--- config.mk ---
export PLATFORM = sky130hd
export DESIGN_NAME = spa_rot_stage
export DESIGN_NICKNAME = d
export VERILOG_FILES = /design/src/rtl/spa_pkg.sv /design/src/rtl/spa_rot_stage.sv
export SDC_FILE = /design/constraint.sdc
export NUM_CORES = 1
export LEC_CHECK = 0
export BUFFER_PORTS_ARGS = -buffer_cell sky130_fd_sc_hd__buf_2
export CORE_ASPECT_RATIO = 0.8
export CORE_UTILIZATION = 61
export DETAILED_ROUTE_END_ITERATION = 12
export GPL_TIMING_DRIVEN = 0
export PLACE_DENSITY = 0.93
export SYNTH_ARGS = -nofsm -noshare
export SYNTH_HDL_FRONTEND = slang
export SYNTH_SLANG_ARGS = --single-unit
--- constraint.sdc ---
create_clock -name aclk -period 6.6 [get_ports aclk]
set_input_delay 0.33 -clock aclk [delete_from_list [all_inputs] [get_ports aclk]]
set_output_delay 0.33 -clock aclk [all_outputs]
set_load 0.03 [all_outputs]
--- src/rtl/spa_pkg.sv ---
package spa_pkg;

    typedef enum logic [2:0] {
        OP_ADD   = 3'd0,
        OP_SUB   = 3'd1,
        OP_SCALE = 3'd2,
        OP_DIV   = 3'd3,
        OP_NEG   = 3'd4,
        OP_EVAL  = 3'd5
    } op_t;

    typedef enum logic [1:0] {
        ST_OK       = 2'd0,
        ST_MISMATCH = 2'd1,
        ST_DIVZERO  = 2'd2,
        ST_SAT      = 2'd3
    } status_t;

    // Width of the CORDIC x and y datapath, signed.
    localparam int XW = 36;
    // Width of a gain-compensated amplitude.
    localparam int CW = 30;
    // Extra fraction bits carried through the CORDIC.
    localparam int GUARD = 6;
    // Divisor width of the amplitude divider.
    localparam int DIV_W = 24;

    localparam logic [29:0] INV_GAIN = 30'd652032874;
    localparam logic [63:0] RECIP_TWO_PI = 64'h28BE60DB9391054A;
    localparam logic [23:0] AMP_MAX = 24'hFFFFFF;
    localparam logic [31:0] HALF_TURN = 32'h80000000;
    localparam logic signed [31:0] QUARTER_TURN = 32'sh40000000;
    localparam logic signed [31:0] NEG_QUARTER_TURN = 32'shC0000000;

    // Side information that travels with every item down the pipeline.
    typedef struct packed {
        op_t                op;
        logic [23:0]        amp_a;
        logic [23:0]        freq_a;
        logic [15:0]        phase_a;
        logic               mismatch;
        logic               neg_factor;
        logic               amp_a_nz;
        logic               mag_zero;
        logic [23:0]        scale_amp;
        logic               scale_sat;
        logic signed [24:0] sample;
        logic               sample_sat;
        logic               sum_zero;
    } side_t;

    // Arctangent of 2^-i as a 32-bit binary angle.
    function automatic logic [31:0] atan_angle(input logic [4:0] idx);
        logic [31:0] a;
        case (idx)
            5'd0:  a = 32'h20000000;
            5'd1:  a = 32'h12E4051E;
            5'd2:  a = 32'h09FB385B;
            5'd3:  a = 32'h051111D4;
            5'd4:  a = 32'h028B0D43;
            5'd5:  a = 32'h0145D7E1;
            5'd6:  a = 32'h00A2F61E;
            5'd7:  a = 32'h00517C55;
            5'd8:  a = 32'h0028BE53;
            5'd9:  a = 32'h00145F2F;
            5'd10: a = 32'h000A2F98;
            5'd11: a = 32'h000517CC;
            5'd12: a = 32'h00028BE6;
            5'd13: a = 32'h000145F3;
            5'd14: a = 32'h0000A2FA;
            5'd15: a = 32'h0000517D;
            5'd16: a = 32'h000028BE;
            5'd17: a = 32'h0000145F;
            5'd18: a = 32'h00000A30;
            5'd19: a = 32'h00000518;
            5'd20: a = 32'h0000028C;
            5'd21: a = 32'h00000146;
            5'd22: a = 32'h000000A3;
            5'd23: a = 32'h00000051;
            5'd24: a = 32'h00000029;
            5'd25: a = 32'h00000014;
            5'd26: a = 32'h0000000A;
            5'd27: a = 32'h00000005;
            5'd28: a = 32'h00000003;
            5'd29: a = 32'h00000001;
            5'd30: a = 32'h00000001;
            default: a = 32'h00000000;
        endcase
        return a;
    endfunction

endpackage

--- src/rtl/spa_rot_stage.sv ---
// One rotation-mode CORDIC iteration, registered.
module spa_rot_stage
    import spa_pkg::*;
#(
    parameter int IDX = 0
) (
    input  logic                 aclk,
    input  logic                 en,
    input  logic signed [XW-1:0] x_in,
    input  logic signed [XW-1:0] y_in,
    input  logic [31:0]          z_in,
    output logic signed [XW-1:0] x_reg,
    output logic signed [XW-1:0] y_reg,
    output logic [31:0]          z_reg
);

    logic signed [XW-1:0] xs, ys, x_next, y_next;
    logic [31:0]          z_next;

    always_comb begin
        xs = x_in >>> IDX;
        ys = y_in >>> IDX;
        if (!z_in[31]) begin
            x_next = x_in - ys;
            y_next = y_in + xs;
            z_next = z_in - atan_angle(5'(IDX));
        end else begin
            x_next = x_in + ys;
            y_next = y_in - xs;
            z_next = z_in + atan_angle(5'(IDX));
        end
    end

    always_ff @(posedge aclk) begin
        if (en) begin
            x_reg <= x_next;
            y_reg <= y_next;
            z_reg <= z_next;
        end
    end

endmodule

==> results.sh <==
export IMPL_vias=10495
export IMPL_crit_family="compound AO/OA/AOI/OAI gates"
export IMPL_dp_hpwl_um=26700
export IMPL_numCtsBuffers=9
export IMPL_antenna_found_initial=0
export IMPL_portBuffers=209
export IMPL_fin_nets=1594
export IMPL_syn_nets=1373
export IMPL_synth_top_area_share_pct=31.4
export IMPL_final_setup_tns_ns=0
export IMPL_ys_types=80
export IMPL_cp_num_buf_inv=2
export IMPL_initial_core_util_pct=62.4
export IMPL_worstPathCellList="buf_2, ha_1, inv_1, fa_1, o21bai_1, a2111oi_0, nor3b_2, nand2_1, a41oi_2, a41oi_1, a21o_1, a2111o_1"
export IMPL_swShare_pct=41.7
export IMPL_seq_area_mm2=0.00309
export IMPL_setup_viol=0
export IMPL_stdcell_count=1595
export IMPL_drc_errors=0
export IMPL_wl_per_cell_um=22.0
export IMPL_ys_top_cells_by_area="edfxtp_1 31%, ha_1 14%, a21oi_1 6.8%"
export IMPL_synth_cells=1154
export IMPL_cts_tree="yes"
export IMPL_ys_warn_count=0
export IMPL_slowest_stage="nor3b_2"
export IMPL_crit_type="input pin to flip-flop"
export IMPL_tightest_slew_ns=1.03
export IMPL_fmax_mhz=284
export IMPL_cp_start_kind="input pin"
export IMPL_maxSlewViolCount=0
export IMPL_cp_slowest_stage_delay_ns=0.45
export IMPL_p_clk_share_pct=23.5
export IMPL_multi_input_area_mm2=0.00611
export IMPL_yosysTopAreaCell="edfxtp_1"
export IMPL_p_leak_nw=5.06
export IMPL_fin_hold_ws_ns=0.133
export IMPL_diodes=0
export IMPL_setup_ws_ns=3.08
export IMPL_seqPwrFrac_pct=34.2
export IMPL_num_io_pins=210
export IMPL_root_buffer="clkbuf_16"
export IMPL_gp_congestion=1.04
export IMPL_ys_flop_type="edfxtp_1"
export IMPL_hp_class="input pin to flip-flop"
export IMPL_ys_seq_area_share_pct=31.4
export IMPL_fin_crit_ns=3.52
export IMPL_finalCoreUtilization_pct=72.9
export IMPL_via_per_inst=6.58
export IMPL_firstDrtPassIters=9
export IMPL_fill_cells=1202
export IMPL_dieArea_mm2=0.0167
export IMPL_cellPowerDensity_mw_per_mm2=221
export IMPL_synth_area_per_cell_um2=8.54
export IMPL_clockBufferDepth=2
export IMPL_ir_drop_v=0.000139
export IMPL_grt_ovfl_total=0
export IMPL_clock_sinks=103
export IMPL_synth_commonest_cells="133 x a21oi_1, 110 x inv_1, 109 x ha_1, 103 x edfxtp_1, 100 x nor2_1"
export IMPL_power_frac_comb_pct=42.3
export IMPL_power_total_mw=2.54
export IMPL_drive_gt1_share_pct=19.6
export IMPL_cp_end_kind="flip-flop"
export IMPL_rows=41
export IMPL_cap_violations=0
export IMPL_critPathRequiredTime_ns=6.72
export IMPL_crit_fanout=5
export IMPL_place_inst=1579
export IMPL_synth_edf_count=103
export IMPL_holdBufCountCts=0
export IMPL_ctsResizeCount=0
export IMPL_slew_headroom_pct=31.6
export IMPL_cp_arrival_ns=3.64
export IMPL_period_share_pct=53.3
export IMPL_dp_slack_ns=2.87
export IMPL_hold_viol=0
export IMPL_antenna_left=0
export IMPL_postSynth_asyncResetShare_pct=0
export IMPL_placed_area_mm2=0.0112
export IMPL_dieHeight_um=116
export IMPL_cts_htree_levels=3
export IMPL_grt_pass1_vias=9672
export IMPL_largest_register_ffs=36
export IMPL_wirelength_um=35100
export IMPL_core_mm2=0.0158
export IMPL_clk_pin_slew_ns=0.08
export IMPL_grt_start_max_net_pins=68
export IMPL_die_w_um=144
export IMPL_areaGrowthSynthToFinish_pct=16.9
export IMPL_p_int_mw=1.48
export IMPL_rsz0062_at_grt="false"
export IMPL_grt_pass1_wl_um=52800
export IMPL_finalInstanceArea_mm2=0.0115
export IMPL_status="finished, final reports clean"
export IMPL_synth_area_mm2=0.00986
export IMPL_p_switching_mw=1.06
export IMPL_drt_iter0_markers=1699
export IMPL_cts_setup_buffers=0
export IMPL_synth_most_common_cell="a21oi_1"
export IMPL_grt_usage_pct=42.3
export IMPL_ys_seq_elements=103
[power by group through the flow]
stage / Clock [mW] / Sequential [mW] / Combinational [mW]
after floorplan: 0 / 1.08 / 0.502
after global placement: 0 / 0.878 / 1.00
after detailed placement: 0 / 0.882 / 1.03
after CTS: 0.596 / 0.870 / 1.04
after global routing: 0.616 / 0.878 / 1.13
final: 0.598 / 0.869 / 1.07
[final timing paths]
check	end	cells past startpoint	slack, ns	start
worst min-delay path	z_reg[8]	1	0.13	z_in[8]
worst max-delay path	x_reg[32]	12	3.08	y_in[0]
[area by class of cell]
cell class                 instances  share of cell area (%)
clock inverter                     7                   0.825
clock buffer                       9                    1.95
inverter                         114                    3.71
tap                              215                    2.33
multi-input combinational        885                    53.0
sequential                       103                    26.8
timing repair buffer             210                    9.34
buffer                            52                    2.02
[cell families after synthesis]
family	after synthesis	share of synthesized area [%]
AO/OA/AOI/OAI	370	23.9
XOR/XNOR	67	5.95
adder cells (fa/ha/maj)	113	14.6
buffers and inverters	166	6.70
flip-flops	103	31.4
multiplexers	14	1.42
AND/OR/NAND/NOR	321	16.0
[cell usage in the layout (no fill, tap or decap), types with 6 or more instances in the layout]
cell / instances
a21oi_1: 133
buf_2: 223
nand3_1: 18
xor2_1: 11
xnor2_1: 56
nor2b_1: 18
a21o_1: 14
inv_1: 110
a211oi_1: 13
o211ai_1: 8
a31oi_1: 15
edfxtp_1: 103
nor4_1: 10
clkbuf_16: 9
o21ai_1: 9
o21bai_1: 14
clkbuf_1: 30
nor3_1: 30
nand3b_1: 6
nand4_1: 15
nor2_1: 100
ha_1: 109
a2111oi_0: 12
mux2i_1: 14
nand2_1: 70
o31ai_1: 8
nand2b_1: 20
or3_1: 8
o21ai_0: 76
o21a_1: 9
[layer usage]
layer	track usage [%]	wire length, µm
met3	12.3	5310
met4	20.0	1640
met5	0	0
met2	62.7	14800
met1	56.9	13400
Note: power is estimated with default switching activity, not from simulation.
