File: config.mk
export PLATFORM = sky130hd
export DESIGN_NAME = spa_div_stage
export DESIGN_NICKNAME = d
export VERILOG_FILES = /design/src/rtl/spa_pkg.sv /design/src/rtl/spa_div_stage.sv
export SDC_FILE = /design/constraint.sdc
export NUM_CORES = 1
export LEC_CHECK = 0
export BUFFER_PORTS_ARGS = -buffer_cell sky130_fd_sc_hd__buf_2
export CAP_MARGIN = 20
export CORE_MARGIN = 8
export CORE_UTILIZATION = 56
export DETAILED_ROUTE_END_ITERATION = 10
export PLACE_DENSITY = 0.92
export SLEW_MARGIN = 20
export SYNTH_ARGS = -nofsm -noshare
export SYNTH_HDL_FRONTEND = slang
export SYNTH_SLANG_ARGS = --single-unit
export TNS_END_PERCENT = 30
File: constraint.sdc
create_clock -name aclk -period 20.8 [get_ports aclk]
set_input_delay 6.24 -clock aclk [delete_from_list [all_inputs] [get_ports aclk]]
set_output_delay 6.24 -clock aclk [all_outputs]
set_load 0.01 [all_outputs]
File: src/rtl/spa_pkg.sv
package spa_pkg;

    typedef enum logic [2:0] {
        OP_ADD   = 3'd0,
        OP_SUB   = 3'd1,
        OP_SCALE = 3'd2,
        OP_DIV   = 3'd3,
        OP_NEG   = 3'd4,
        OP_EVAL  = 3'd5
    } op_t;

    typedef enum logic [1:0] {
        ST_OK       = 2'd0,
        ST_MISMATCH = 2'd1,
        ST_DIVZERO  = 2'd2,
        ST_SAT      = 2'd3
    } status_t;

    // Width of the CORDIC x and y datapath, signed.
    localparam int XW = 36;
    // Width of a gain-compensated amplitude.
    localparam int CW = 30;
    // Extra fraction bits carried through the CORDIC.
    localparam int GUARD = 6;
    // Divisor width of the amplitude divider.
    localparam int DIV_W = 24;

    localparam logic [29:0] INV_GAIN = 30'd652032874;
    localparam logic [63:0] RECIP_TWO_PI = 64'h28BE60DB9391054A;
    localparam logic [23:0] AMP_MAX = 24'hFFFFFF;
    localparam logic [31:0] HALF_TURN = 32'h80000000;
    localparam logic signed [31:0] QUARTER_TURN = 32'sh40000000;
    localparam logic signed [31:0] NEG_QUARTER_TURN = 32'shC0000000;

    // Side information that travels with every item down the pipeline.
    typedef struct packed {
        op_t                op;
        logic [23:0]        amp_a;
        logic [23:0]        freq_a;
        logic [15:0]        phase_a;
        logic               mismatch;
        logic               neg_factor;
        logic               amp_a_nz;
        logic               mag_zero;
        logic [23:0]        scale_amp;
        logic               scale_sat;
        logic signed [24:0] sample;
        logic               sample_sat;
        logic               sum_zero;
    } side_t;

    // Arctangent of 2^-i as a 32-bit binary angle.
    function automatic logic [31:0] atan_angle(input logic [4:0] idx);
        logic [31:0] a;
        case (idx)
            5'd0:  a = 32'h20000000;
            5'd1:  a = 32'h12E4051E;
            5'd2:  a = 32'h09FB385B;
            5'd3:  a = 32'h051111D4;
            5'd4:  a = 32'h028B0D43;
            5'd5:  a = 32'h0145D7E1;
            5'd6:  a = 32'h00A2F61E;
            5'd7:  a = 32'h00517C55;
            5'd8:  a = 32'h0028BE53;
            5'd9:  a = 32'h00145F2F;
            5'd10: a = 32'h000A2F98;
            5'd11: a = 32'h000517CC;
            5'd12: a = 32'h00028BE6;
            5'd13: a = 32'h000145F3;
            5'd14: a = 32'h0000A2FA;
            5'd15: a = 32'h0000517D;
            5'd16: a = 32'h000028BE;
            5'd17: a = 32'h0000145F;
            5'd18: a = 32'h00000A30;
            5'd19: a = 32'h00000518;
            5'd20: a = 32'h0000028C;
            5'd21: a = 32'h00000146;
            5'd22: a = 32'h000000A3;
            5'd23: a = 32'h00000051;
            5'd24: a = 32'h00000029;
            5'd25: a = 32'h00000014;
            5'd26: a = 32'h0000000A;
            5'd27: a = 32'h00000005;
            5'd28: a = 32'h00000003;
            5'd29: a = 32'h00000001;
            5'd30: a = 32'h00000001;
            default: a = 32'h00000000;
        endcase
        return a;
    endfunction

endpackage

File: src/rtl/spa_div_stage.sv
// BPS restoring division steps, registered. The numerator shifts out of the
// top of nq while quotient bits shift in at the bottom.
module spa_div_stage
    import spa_pkg::*;
#(
    parameter int QB  = 42,
    parameter int BPS = 2
) (
    input  logic             aclk,
    input  logic             en,
    input  logic [DIV_W-1:0] rem_in,
    input  logic [QB-1:0]    nq_in,
    input  logic [DIV_W-1:0] d_in,
    output logic [DIV_W-1:0] rem_reg,
    output logic [QB-1:0]    nq_reg,
    output logic [DIV_W-1:0] d_reg
);

    logic [DIV_W-1:0] rem_next;
    logic [QB-1:0]    nq_next;
    logic [DIV_W:0]   trial;

    always_comb begin
        rem_next = rem_in;
        nq_next  = nq_in;
        trial    = '0;
        for (int b = 0; b < BPS; b++) begin
            trial   = {rem_next, nq_next[QB-1]};
            nq_next = {nq_next[QB-2:0], 1'b0};
            if (trial >= {1'b0, d_in}) begin
                rem_next   = DIV_W'(trial - {1'b0, d_in});
                nq_next[0] = 1'b1;
            end else begin
                rem_next = trial[DIV_W-1:0];
            end
        end
    end

    always_ff @(posedge aclk) begin
        if (en) begin
            rem_reg <= rem_next;
            nq_reg  <= nq_next;
            d_reg   <= d_in;
        end
    end

endmodule

==> results of run 1 <==
## power breakdown
group          switching (uW)  internal [uW]
sequential               6.11            235
combinational             138            110
clock                    68.7           46.2
total                     213            391
## logic make-up after synthesis
family	Yosys count
multiplexers	24
AO/OA/AOI/OAI	139
XOR/XNOR	36
buffers and inverters	53
AND/OR/NAND/NOR	115
adder cells (fa/ha/maj)	50
flip-flops	90
## worst paths after layout
path	startpoint	to	slack, ns	cells past startpoint
hold / removal	nq_in[38]	nq_reg[40]	6.03	1
setup / recovery	d_in[13]	rem_reg[7]	9.32	22
## cell usage in the layout (no fill, tap or decap), drive strengths merged, types with 17 or more instances in the layout
cell type | netlist | final
nand2 | 38 | 38
buf | 7 | 183
edfxtp | 90 | 90
mux2 | 24 | 24
a21o | 17 | 17
xnor2 | 22 | 22
inv | 44 | 49
o21ai | 30 | 30
a21oi | 40 | 40
ha | 48 | 48
nor2 | 25 | 25
## layer usage
| metal | share of wire [%] | global-route usage, % | vias to the layer above |
|---|---|---|---|
| li1 | - | - | 2271 |
| met1 | 37 | 24.2 | 2280 |
| met2 | 51 | 42.5 | 244 |
| met3 | 10 | 5.80 | 37 |
| met4 | 1.9 | 7.34 | 0 |
| met5 | 0 | 0 | - |
## through the flow
step / instances / power (uW) / area [sq um] / util [%] / setup WS [ns]
CTS: 833 / 605 / 6940 / 68.4 / 9.42
floorplan: 507 / 416 / 5720 / - / 9.99
global placement: 817 / 484 / 6750 / 66.6 / 9.21
detailed placement: 817 / 489 / 6750 / 66.6 / 9.04
global route: 833 / 636 / 6940 / 68.4 / 8.94
finish: 833 / 604 / 6940 / 68.4 / 9.32
## layout make-up
class / instances / area [sq um] / area share, %
multi-input combinational: 364 / 2790 / 40.2
inverter: 44 / 170 / 2.45
sequential: 90 / 2700 / 39.0
tap: 136 / 170 / 2.45
clock buffer: 10 / 128 / 1.84
timing repair buffer: 183 / 923 / 13.3
clock inverter: 6 / 55.1 / 0.794
==> flow_metrics.tcl, run 1 <==
set metrics [dict create \
    yosysMostFrequentCell "edfxtp_1" \
    overflow 0 \
    ys_types 62 \
    synth-edff-count 90 \
    worst_hold_slack_ns 6.03 \
    nNetsFinal 834 \
    postSynthAreaPerCell_sq_um 11.3 \
    p_leak_uw 0.00315 \
    synth.ff_latch_count 90 \
    cts_hold_buf 0 \
    wirelength_um 15800 \
    synth_commonest_cells "edfxtp_1 (90), ha_1 (48), inv_1 (42)" \
    row_count 37 \
    synthMuxAreaShare_pct 5.32 \
    fillers 744 \
    post-route-min-period_ns 11.48 \
    postRouteAntennaNets 0 \
    cap_viol_max_count 0 \
    tightestPinTransition_ns 0.860 \
    post_drt_wl_per_cell_um 19.0 \
    die-area_sq_um 13700 \
    setup_viol 0 \
    portBuffers 181 \
    crit_type "input pin to register" \
    initial_utilization_pct 56.4 \
    synthFlopType "edfxtp_1" \
    ir_worst_vdd_mv 0.0461 \
    grt_antenna_before_repair 0 \
    synth_simple_gate_area_share_pct 10.1 \
    drive_gt1_share_pct 33.1 \
    firstDrtPassIters 5 \
    netlist_area_sq_um 5720 \
    grt_pass1_wl_um 23800 \
    cts_inserted_buffers 9 \
    floorplan.die.height_um 117 \
    ys_warn_count 0 \
    die_w_um 117 \
    core_area_sq_um 10100 \
    hold_violations 0 \
    p_per_area_nw_per_um2 87.1 \
    synth_top_area_cell "edfxtp_1" \
    worstPathRequired_ns 20.92 \
    slew_headroom_pct 42.7 \
    cts_sinks 90 \
    place_hpwl_um 12800 \
    clk_pin_slew_ns 0.09 \
    track_usage_pct 22.6 \
    postSynthCellCount 507 \
    area_delta_synth_final_pct 21.3 \
    synth_top_area_share_pct 47.3 \
    rsz0062_at_grt "false" \
    fmax_mhz 87.1 \
    crit_buf_inv 4 \
    drv_slew 0 \
    route.detailed.drc 0 \
    crit_family "compound AO/OA/AOI/OAI gates" \
    synth-adder-area-share_pct 11.2 \
    clockBufferDepth 2 \
    setup_tns_ns 0 \
    slowest_stage "a31oi_2" \
    antenna_cells 0 \
    cts_setup_buffers 0 \
    synthTopCellsByArea "edfxtp_1 (47%), ha_1 (11%), xnor2_1 (3.4%)" \
    synth_top_family_by_area "compound AO/OA/AOI/OAI gates" \
    max_stage_delay_ns 0.50 \
    yosysSeqAreaShare_pct 47.3 \
    crit_chain "buf_2 -> inv_1 -> ha_1 -> and3_1 -> a221oi_1 -> a31oi_1 -> a21oi_2 -> o21ai_1 -> a31oi_2 -> buf_4 -> nand2_1 -> o21ai_0 -> ha_1 -> nor2b_1 -> o21ai_1 -> a21oi_1 -> o31ai_1 -> nand4_1 -> a311oi_1 -> o21ba_4 -> inv_6 -> mux2_1" \
    critPathCaptureType "register" \
    root_buffer "clkbuf_8" \
    status "finished, final reports clean" \
    crit_fanout 25 \
    pin_count 182 \
    layout_worst_path_cycle_share_pct 55.2 \
    ctsHtreeMaxLevel 3 \
    async_flop_share_pct 0 \
    cts_resized 0 \
    crit_arrival_ns 11.61 \
    start_kind "input pin" \
    hold_class "input pin to register" \
    synth_nets 649 \
    num_vias 4832 \
    synthXorXnorAreaFrac_pct 5.52 \
    drt-vias-per-instance 5.80 \
    synth-compound-area-share_pct 16.5 \
    cts_tree "done" \
    routabilityCongestion 0.961 \
    grt_max_degree 72 \
    largest_reg_flops 42 \
    grt_pass1_vias 4884 \
    drtIter0Drc 257 \
]
No activity file was read; power rests on OpenSTA's default activity.
==> run 2, diff against run 1 <==
CORE_UTILIZATION = 47   (was 56)
PLACE_DENSITY = 0.83   (was 0.92)
clock period = 9.5 ns   (was 20.8 ns; I/O delays follow)
==> run 2 against run 1 <==
First-iteration DRC count up 5.4%. Count of clock-buffer cells in the layout down 1. Worst hold slack worse by 3.4 ns. Setup slack worse by 8.1 ns. Combinational power up 120%. Non-clock buffer count up 1. Core utilization down 9.3 points. Largest power group unchanged. Clock power rose to 2.8 times the previous value. Largest cell class unchanged. Die area up 16%. Sequential share of layout area down 0.71 points. Power up 130%.
==> flow_metrics.tcl, run 2 (synthesis gave the netlist of run 1 again) <==
set metrics [dict create \
    finalPower_uw 1390 \
    overflow 0 \
    num_vias 4691 \
    largest_reg_flops 42 \
    layout_worst_path_cycle_share_pct 86.8 \
    post_drt_wl_per_cell_um 18.4 \
    grt_max_degree 91 \
    start_kind "input pin" \
    core_area_sq_um 12000 \
    pin_count 182 \
    slowest_stage "a31oi_2" \
    rsz0062_at_grt "false" \
    area_delta_synth_final_pct 23.6 \
    mostFrequentLayoutCell "buf_2" \
    crit_type "input pin to register" \
    place_hpwl_um 12600 \
    cts_hold_buf 0 \
    grt_antenna_before_repair 0 \
    wirelength_um 15500 \
    initial_utilization_pct 47.8 \
    clk_pin_slew_ns 0.06 \
    setup_tns_ns 0 \
    tightestPinTransition_ns 0.723 \
    cts_inserted_buffers 9 \
    drtIter0Drc 271 \
    die-area_sq_um 15900 \
    post-route-min-period_ns 8.25 \
    row_count 40 \
    final_cell_mix "buf_2 (180), edfxtp_1 (90), ha_1 (48), inv_1 (42)" \
    cap_viol_max_count 0 \
    crit_arrival_ns 8.34 \
    grt_pass1_vias 4871 \
    hold_class "input pin to register" \
    firstDrtPassIters 5 \
    route.detailed.drc 0 \
    drv_slew 0 \
    die_w_um 126 \
    worstPathRequired_ns 9.59 \
    grt_pass1_wl_um 24000 \
    floorplan.die.height_um 126 \
    postRouteAntennaNets 0 \
    cts_sinks 90 \
    drt-vias-per-instance 5.56 \
    p_leak_uw 0.00319 \
    track_usage_pct 18.9 \
    drive_gt1_share_pct 33.1 \
    crit_fanout 24 \
    root_buffer "clkbuf_16" \
    critPathCaptureType "register" \
    post-route-util_pct 59.1 \
    status "finished, final reports clean" \
    cts_tree "done" \
    max_stage_delay_ns 0.63 \
    hold_violations 0 \
    ir_worst_vdd_mv 0.0834 \
    nNetsFinal 835 \
    cts_resized 0 \
    setup_viol 0 \
    placed_area_sq_um 6770 \
    slew_headroom_pct 51.6 \
    fmax_mhz 121 \
    crit_chain "buf_2 -> inv_1 -> ha_1 -> and3_1 -> a221oi_1 -> a31oi_1 -> a21oi_2 -> o21ai_1 -> a31oi_2 -> buf_4 -> nand2_1 -> o21ai_0 -> ha_1 -> nor2b_1 -> o21ai_1 -> a21oi_1 -> o31ai_1 -> nand4_1 -> a311oi_1 -> o21ba_4 -> inv_6 -> mux2_1" \
    worst_hold_slack_ns 2.68 \
    routabilityCongestion 0.948 \
    antenna_cells 0 \
    cts_setup_buffers 0 \
    p_per_area_nw_per_um2 197 \
    portBuffers 181 \
    design_area_sq_um 7060 \
    clockBufferDepth 2 \
    ctsHtreeMaxLevel 3 \
]
==> run 2: changes by cell type in the layout (fill, tap and decap cells not counted), sizes merged <==
cell / before / now
buf: 183 / 184
clkinvlp: 0 / 2
clkinv: 1 / 4
clkbuf: 10 / 9
inv: 49 / 44
==> run 2: per-layer routing <==
metal	wire, um	global-route usage [%]
met1	6120	20.0
met2	8020	35.4
met3	1220	5.86
met4	189	5.17
met5	0	0
==> run 2: worst paths after layout <==
path              startpoint    endpoint  slack [ns]  depth (start not counted)
hold / removal     nq_in[31]  nq_reg[33]        2.68                          1
setup / recovery    d_in[11]  rem_reg[5]        1.25                         22
==> run 2: per-stage QoR <==
| stage | worst slack (ns) | cells |
|---|---|---|
| floorplan | 2.08 | 507 |
| global placement | 1.07 | 828 |
| finish | 1.25 | 844 |
| detailed placement | 0.930 | 828 |
| CTS | 1.27 | 843 |
| global route | 0.850 | 844 |
==> run 2: critical path, delay by kind of cell <==
| kind | cells | cell delay, ns |
|---|---|---|
| compound gates | 11 | 3.11 |
| fa+ha+maj | 2 | 0.70 |
| buf+inv | 4 | 0.60 |
| mux | 1 | 0.34 |
| simple gates | 4 | 0.74 |
==> run 2: where the power goes <==
| part | total, uW | internal, uW | leakage, uW | switching, uW |
|---|---|---|---|---|
| registers | 528 | 515 | 0.000881 | 13.2 |
| logic | 539 | 242 | 0.00218 | 297 |
| clock network | 323 | 176 | 0.000125 | 147 |
| total | 1390 | 933 | 0.00319 | 457 |
==> run 2: area by class of cell <==
cell class | count | area, sq um
repair buffers | 184 | 951
flip-flops and latches | 90 | 2700
clock inverters | 6 | 45.0
inverters | 44 | 170
multi-input cells | 364 | 2790
fillers | 988 | 4900
well taps | 147 | 184
clock buffers | 9 | 225
