## src/rtl/spa_pkg.sv

```systemverilog
package spa_pkg;

    typedef enum logic [2:0] {
        OP_ADD   = 3'd0,
        OP_SUB   = 3'd1,
        OP_SCALE = 3'd2,
        OP_DIV   = 3'd3,
        OP_NEG   = 3'd4,
        OP_EVAL  = 3'd5
    } op_t;

    typedef enum logic [1:0] {
        ST_OK       = 2'd0,
        ST_MISMATCH = 2'd1,
        ST_DIVZERO  = 2'd2,
        ST_SAT      = 2'd3
    } status_t;

    // Width of the CORDIC x and y datapath, signed.
    localparam int XW = 36;
    // Width of a gain-compensated amplitude.
    localparam int CW = 30;
    // Extra fraction bits carried through the CORDIC.
    localparam int GUARD = 6;
    // Divisor width of the amplitude divider.
    localparam int DIV_W = 24;

    localparam logic [29:0] INV_GAIN = 30'd652032874;
    localparam logic [63:0] RECIP_TWO_PI = 64'h28BE60DB9391054A;
    localparam logic [23:0] AMP_MAX = 24'hFFFFFF;
    localparam logic [31:0] HALF_TURN = 32'h80000000;
    localparam logic signed [31:0] QUARTER_TURN = 32'sh40000000;
    localparam logic signed [31:0] NEG_QUARTER_TURN = 32'shC0000000;

    // Side information that travels with every item down the pipeline.
    typedef struct packed {
        op_t                op;
        logic [23:0]        amp_a;
        logic [23:0]        freq_a;
        logic [15:0]        phase_a;
        logic               mismatch;
        logic               neg_factor;
        logic               amp_a_nz;
        logic               mag_zero;
        logic [23:0]        scale_amp;
        logic               scale_sat;
        logic signed [24:0] sample;
        logic               sample_sat;
        logic               sum_zero;
    } side_t;

    // Arctangent of 2^-i as a 32-bit binary angle.
    function automatic logic [31:0] atan_angle(input logic [4:0] idx);
        logic [31:0] a;
        case (idx)
            5'd0:  a = 32'h20000000;
            5'd1:  a = 32'h12E4051E;
            5'd2:  a = 32'h09FB385B;
            5'd3:  a = 32'h051111D4;
            5'd4:  a = 32'h028B0D43;
            5'd5:  a = 32'h0145D7E1;
            5'd6:  a = 32'h00A2F61E;
            5'd7:  a = 32'h00517C55;
            5'd8:  a = 32'h0028BE53;
            5'd9:  a = 32'h00145F2F;
            5'd10: a = 32'h000A2F98;
            5'd11: a = 32'h000517CC;
            5'd12: a = 32'h00028BE6;
            5'd13: a = 32'h000145F3;
            5'd14: a = 32'h0000A2FA;
            5'd15: a = 32'h0000517D;
            5'd16: a = 32'h000028BE;
            5'd17: a = 32'h0000145F;
            5'd18: a = 32'h00000A30;
            5'd19: a = 32'h00000518;
            5'd20: a = 32'h0000028C;
            5'd21: a = 32'h00000146;
            5'd22: a = 32'h000000A3;
            5'd23: a = 32'h00000051;
            5'd24: a = 32'h00000029;
            5'd25: a = 32'h00000014;
            5'd26: a = 32'h0000000A;
            5'd27: a = 32'h00000005;
            5'd28: a = 32'h00000003;
            5'd29: a = 32'h00000001;
            5'd30: a = 32'h00000001;
            default: a = 32'h00000000;
        endcase
        return a;
    endfunction

endpackage

```

## src/rtl/spa_vec_stage.sv

```systemverilog
// One vectoring-mode CORDIC iteration, registered.
module spa_vec_stage
    import spa_pkg::*;
#(
    parameter int IDX = 0
) (
    input  logic                 aclk,
    input  logic                 en,
    input  logic signed [XW-1:0] x_in,
    input  logic signed [XW-1:0] y_in,
    input  logic [31:0]          z_in,
    output logic signed [XW-1:0] x_reg,
    output logic signed [XW-1:0] y_reg,
    output logic [31:0]          z_reg
);

    logic signed [XW-1:0] xs, ys, x_next, y_next;
    logic [31:0]          z_next;

    always_comb begin
        xs = x_in >>> IDX;
        ys = y_in >>> IDX;
        if (!y_in[XW-1]) begin
            x_next = x_in + ys;
            y_next = y_in - xs;
            z_next = z_in + atan_angle(5'(IDX));
        end else begin
            x_next = x_in - ys;
            y_next = y_in + xs;
            z_next = z_in - atan_angle(5'(IDX));
        end
    end

    always_ff @(posedge aclk) begin
        if (en) begin
            x_reg <= x_next;
            y_reg <= y_next;
            z_reg <= z_next;
        end
    end

endmodule

```

## config.mk

```make
export PLATFORM = sky130hd
export DESIGN_NAME = spa_vec_stage
export DESIGN_NICKNAME = d
export VERILOG_FILES = /design/src/rtl/spa_pkg.sv /design/src/rtl/spa_vec_stage.sv
export SDC_FILE = /design/constraint.sdc
export NUM_CORES = 1
export LEC_CHECK = 0
export BUFFER_PORTS_ARGS = -buffer_cell sky130_fd_sc_hd__buf_2
export CELL_PAD_IN_SITES_DETAIL_PLACEMENT = 0
export CELL_PAD_IN_SITES_GLOBAL_PLACEMENT = 2
export CORE_MARGIN = 2
export CORE_UTILIZATION = 33
export DETAILED_ROUTE_END_ITERATION = 8
export PLACE_DENSITY_LB_ADDON = 0.1
export SKIP_LAST_GASP = 1
export SYNTH_ARGS = -nofsm -noshare
export SYNTH_HDL_FRONTEND = slang
export SYNTH_SLANG_ARGS = --single-unit
```

## constraint.sdc

```tcl
create_clock -name aclk -period 4.35 [get_ports aclk]
set_clock_uncertainty 0.05 [all_clocks]
set_input_delay 0.87 -clock aclk [delete_from_list [all_inputs] [get_ports aclk]]
set_output_delay 0.87 -clock aclk [all_outputs]
set_load 0.02 [all_outputs]
```

==> results of run 1 <==
cells in the mapped netlist, types with 12 or more instances:
| library cell | instances | share of area (%) |
|---|---|---|
| buf_1 | 14 | 0.55 |
| clkbuf_1 | 22 | 0.86 |
| buf_2 | 13 | 0.68 |
| nand4_1 | 14 | 0.91 |
| nor2b_1 | 17 | 1.1 |
| a21oi_1 | 128 | 6.7 |
| xnor2_1 | 55 | 5.0 |
| o21a_1 | 12 | 0.94 |
| o21ai_0 | 82 | 4.3 |
| o211ai_1 | 14 | 1.1 |
| xor2_1 | 13 | 1.2 |
| a211oi_1 | 13 | 1.0 |
| ha_1 | 105 | 14 |
| nor2_1 | 88 | 3.4 |
| nor3_1 | 18 | 0.94 |
| o21bai_1 | 24 | 1.9 |
| a21o_1 | 27 | 2.1 |
| nand3_1 | 13 | 0.68 |
| inv_1 | 109 | 4.3 |
| mux2i_1 | 17 | 1.8 |
| edfxtp_1 | 103 | 32 |
| nand2_1 | 49 | 1.9 |
per-stage QoR:
| stage | area, µm² | utilization, % | setup TNS, ns | hold slack [ns] | power (µW) |
|---|---|---|---|---|---|
| 3_5_place_dp | 11300 | 39.3 | 0 | 0.998 | 2840 |
| 4_1_cts | 11600 | 40.3 | 0 | 0.609 | 3680 |
| 3_3_place_gp | 11300 | 39.3 | -0.115 | 0.996 | 2850 |
| 2_1_floorplan | 9610 | - | 0 | 0.919 | 2270 |
| 6_report | 11600 | 40.3 | 0 | 0.631 | 3630 |
| 5_1_grt | 11600 | 40.3 | 0 | 0.609 | 3850 |
layout make-up:
type	instances	area (µm²)	share of cell area [%]
sequential	103	3090	26.7
tap	384	480	4.15
clock buffer	9	225	1.95
inverter	110	413	3.57
multi-input combinational	830	5860	50.7
timing repair buffer	260	1440	12.5
clock inverter	6	55.1	0.476
logic make-up (layout without fill, tap and decap cells):
logic type	after synthesis	count (layout)	share of synthesized area, %
AO/OA/AOI/OAI	385	385	25.8
multiplexers	17	17	1.77
AND/OR/NAND/NOR	251	251	12.8
flip-flops	103	103	32.2
buffers and inverters	163	385	6.77
adder cells (fa/ha/maj)	109	109	14.5
XOR/XNOR	68	68	6.20
report_power, final:
part / switching (µW) / total (µW) / internal, µW / leakage (µW)
clock: 412 / 809 / 397 / 0.000132
sequential: 36.0 / 1320 / 1280 / 0.00101
combinational: 966 / 1510 / 540 / 0.00403
how the worst max path moves through the flow:
stage	from	endpoint	depth (start not counted)
global placement	x_in[15]	y_reg[29]	13
CTS	x_in[15]	y_reg[29]	13
floorplan	x_in[0]	x_reg[34]	11
detailed placement	x_in[15]	y_reg[29]	13
finish	x_in[15]	y_reg[29]	13
global route	x_in[15]	y_reg[29]	13
routing by layer:
metal	track usage (%)	vias up	wire (µm)
li1	-	4382	-
met1	31.1	4278	16200
met2	34.7	294	15100
met3	3.63	35	1930
met4	5.63	0	575
met5	0	-	0
==> results.json, run 1 <==
{
  "ys_types": 74,
  "cts_setup_buffers": 0,
  "finalWeightedCongestion": 0.864,
  "tightest_slew_ns": 0.877,
  "port_buffers": 209,
  "synth-edff-count": 103,
  "rows": 62,
  "power_density_nw_per_um2": 314,
  "nets": 1529,
  "gr-total-overflow": 0,
  "final_hold_viol_count": 0,
  "final_period_minus_worst_setup_slack_ns": 3.94,
  "hold_depth": 1,
  "cp-start-kind": "input port",
  "tritoncts": "done",
  "cts.sinks": 103,
  "cp_max_fo": 11,
  "grt_setup_unrepaired": "no",
  "netlist_area_um2": 9610,
  "worstPathRequired_ns": 4.40,
  "dr.pass1.iters": 5,
  "syn_nets": 1311,
  "first_global_vias": 8810,
  "area_growth_pct": 20.5,
  "slowest_stage": "o41ai_1",
  "grt_max_degree": 79,
  "drive_above_1_share_pct": 22.4,
  "die_h_um": 175,
  "clock-root-buffer": "clkbuf_16",
  "viasPerCell": 5.28,
  "status": "complete, no violations",
  "cp-end-kind": "flop",
  "htreeDepth": 3,
  "final_cell_mix": "buf_2 (208), a21oi_1 (128), inv_1 (109)",
  "setup-violations-final": 0,
  "die-width_um": 175,
  "synthFlopType": "edfxtp_1",
  "cts_buffers": 9,
  "initial_core_util_pct": 33.5,
  "die-area_um2": 30500,
  "vias": 8989,
  "grt_pass1_wl_um": 51700,
  "slowest_delay_ns": 0.55,
  "hpwl_um": 27100,
  "drtIter0Drc": 708,
  "antenna_found_initial": 0,
  "leakagePower_uw": 0.00517,
  "max_freq_mhz": 254,
  "grt_usage_pct": 21.9,
  "diodes": 0,
  "final_cells": 1702,
  "cts.path.max_buffers": 2,
  "drtAntennaViolNets": 0,
  "avgRoutedWirePerCell_um": 19.8,
  "ios": 210,
  "yosys_warnings": 0,
  "worst_path_most_repeated_cell": "inv_1",
  "clkTransAtPathRegs_ns": 0.08,
  "arrival_ns": 3.99,
  "cpLargestDelayFamily": "simple AND/OR/NAND/NOR gates",
  "largest_reg_flops": 36,
  "holdBufCountCts": 0,
  "finalWorstSetupSlack_ns": 0.415,
  "worstHoldStart": "z_in[1]",
  "core-area_um2": 28700,
  "peakVddDrop_v": 0.000172,
  "slew_headroom_pct": 41.5,
  "synthCells": 1096,
  "drv_slew": 0,
  "crit_chain": "buf_2 -> inv_1 -> ha_1 -> nand4_1 -> or3_1 -> nor4_2 -> inv_1 -> o41ai_1 -> buf_4 -> nor2_1 -> o211a_1 -> a21oi_1 -> xnor2_1",
  "cts.repair.resized": 0,
  "dp.cells": 1687,
  "drc": 0,
  "syn_area_per_cell_um2": 8.77,
  "hold_path_end": "z_reg[1]",
  "fin_crit_sh_pct": 90.5,
  "critical_path_buf_inv_count": 4,
  "max_cap_viol_count": 0,
  "ys_seq_area_share_pct": 32.2,
  "path_class": "in -> reg",
  "ys_ff_latch": 103,
  "drt_wl_total_um": 33800,
  "hp-class": "in -> reg",
  "ys_async_sr_fraction_pct": 0,
  "num-fill-cells": 3038,
  "final_common_cell": "buf_2",
  "place_ws_ns": 0.0166
}
No activity file was read; power rests on OpenSTA's default activity.
==> inputs of run 2 (changes only) <==
==> constraint.sdc (replaced) <==
create_clock -name aclk -period 4.35 [get_ports aclk]
set_clock_uncertainty 0.05 [all_clocks]
set_input_delay 0.435 -clock aclk [delete_from_list [all_inputs] [get_ports aclk]]
set_output_delay 0.435 -clock aclk [all_outputs]
set_load 0.02 [all_outputs]
==> run 2 against run 1 <==
Effect of this change: sequential power about the same; power decreased by 0.86%; die area unchanged; clock power increased by 1%; maximum frequency increased by 9.2%; core utilization decreased by 0.83 points; non-clock buffer count decreased by 30; flip-flop and latch count unchanged; routed wire length increased by 0.24%; critical path depth decreased by 2; first-iteration DRC count decreased by 20%; critical path type unchanged; largest power group unchanged.
==> results.json, run 2 (synthesis results as in run 1) <==
{
  "drv_slew": 0,
  "grt_usage_pct": 22.1,
  "tritoncts": "done",
  "nets": 1499,
  "dr.pass1.iters": 5,
  "peakVddDrop_v": 0.000144,
  "tightest_slew_ns": 0.779,
  "holdBufCountCts": 0,
  "final_common_cell": "buf_2",
  "fin_setup_tns_ns": 0,
  "avgRoutedWirePerCell_um": 20.2,
  "final_period_minus_worst_setup_slack_ns": 3.60,
  "clock-root-buffer": "clkbuf_16",
  "cts_buffers": 9,
  "final_cell_mix": "buf_2 (208), a21oi_1 (128), inv_1 (109)",
  "area_growth_pct": 18.0,
  "rows": 62,
  "drtAntennaViolNets": 0,
  "cp-start-kind": "input port",
  "first_global_vias": 8777,
  "antenna_found_initial": 0,
  "finalWeightedCongestion": 0.857,
  "vias": 8777,
  "status": "complete, no violations",
  "final_hold_viol_count": 0,
  "diodes": 0,
  "worstPathRequired_ns": 4.42,
  "drive_above_1_share_pct": 20.6,
  "drtIter0Drc": 566,
  "cts.path.max_buffers": 2,
  "cts.sinks": 103,
  "hold_path_end": "z_reg[1]",
  "slew_headroom_pct": 48.1,
  "die-area_um2": 30500,
  "hp-class": "in -> reg",
  "arrival_ns": 3.67,
  "ios": 210,
  "max_cap_viol_count": 0,
  "drt_wl_total_um": 33800,
  "grt_pass1_wl_um": 52200,
  "largest_reg_flops": 36,
  "leakagePower_uw": 0.00502,
  "die-width_um": 175,
  "cp_max_fo": 13,
  "cp-end-kind": "flop",
  "cts_setup_buffers": 0,
  "worstHoldStart": "z_in[1]",
  "power_density_nw_per_um2": 318,
  "die_h_um": 175,
  "cts.repair.resized": 0,
  "setup-violations-final": 0,
  "grt_setup_unrepaired": "no",
  "viasPerCell": 5.25,
  "hpwl_um": 26800,
  "hold_depth": 1,
  "max_freq_mhz": 277,
  "htreeDepth": 3,
  "fin_crit_sh_pct": 82.9,
  "port_buffers": 209,
  "drc": 0,
  "gr-total-overflow": 0,
  "path_class": "in -> reg",
  "grt_max_degree": 64,
  "clkTransAtPathRegs_ns": 0.08,
  "initial_core_util_pct": 33.5,
  "core-area_um2": 28700,
  "hold_slack_ns": 0.187
}
## run 2: how the worst max path moves through the flow
stage / to / depth (start not counted) / startpoint / slack [ns]
floorplan: x_reg[34] / 11 / x_in[0] / 1.21
global placement: x_reg[33] / 12 / x_in[3] / 0.42
detailed placement: y_reg[35] / 11 / x_in[7] / 0.44
CTS: y_reg[35] / 11 / x_in[7] / 0.81
global route: y_reg[26] / 12 / x_in[3] / 0.59
finish: y_reg[35] / 11 / x_in[7] / 0.75
## run 2: metal layers
metal | GRT usage [%] | wire length, µm | share of wire [%] | up-vias
met2 | 34.2 | 14700 | 44 | 267
met5 | 0 | 0 | 0 | -
met1 | 32.4 | 16900 | 50 | 4166
met4 | 5.14 | 476 | 1.4 | 0
li1 | - | - | - | 4313
met3 | 3.15 | 1770 | 5.2 | 31
## run 2: cell type report
type / count / area [µm²]
repair buffers: 230 / 1210
clock buffers: 9 / 225
inverters: 110 / 413
well taps: 384 / 480
clock inverters: 6 / 55.1
fillers: 3027 / 17400
multi-input cells: 830 / 5860
flip-flops and latches: 103 / 3090
## run 2: power breakdown
| group | internal [µW] | switching, µW | total [µW] |
|---|---|---|---|
| logic | 505 | 958 | 1460 |
| registers | 1280 | 37.9 | 1320 |
| clock network | 396 | 422 | 818 |
## run 2: per-stage QoR
stage | util [%] | cell area (µm²) | setup slack, ns | power, µW | std cells
floorplan | - | 9610 | 1.21 | 2270 | 1096
global placement | 38.5 | 11100 | 0.420 | 2810 | 1657
detailed placement | 38.5 | 11100 | 0.441 | 2800 | 1657
CTS | 39.5 | 11300 | 0.814 | 3630 | 1672
global route | 39.5 | 11300 | 0.590 | 3810 | 1672
finish | 39.5 | 11300 | 0.745 | 3600 | 1672
## run 2: worst max-delay path: stages
cell      delay [ns]
buf_2           0.10
inv_1           0.04
ha_1            0.48
nor4_1          0.38
a21boi_2        0.29
o211ai_1        0.17
a32oi_2         0.42
a41oi_1         0.37
o41ai_1         0.63
o21ai_0         0.18
xor2_1          0.17
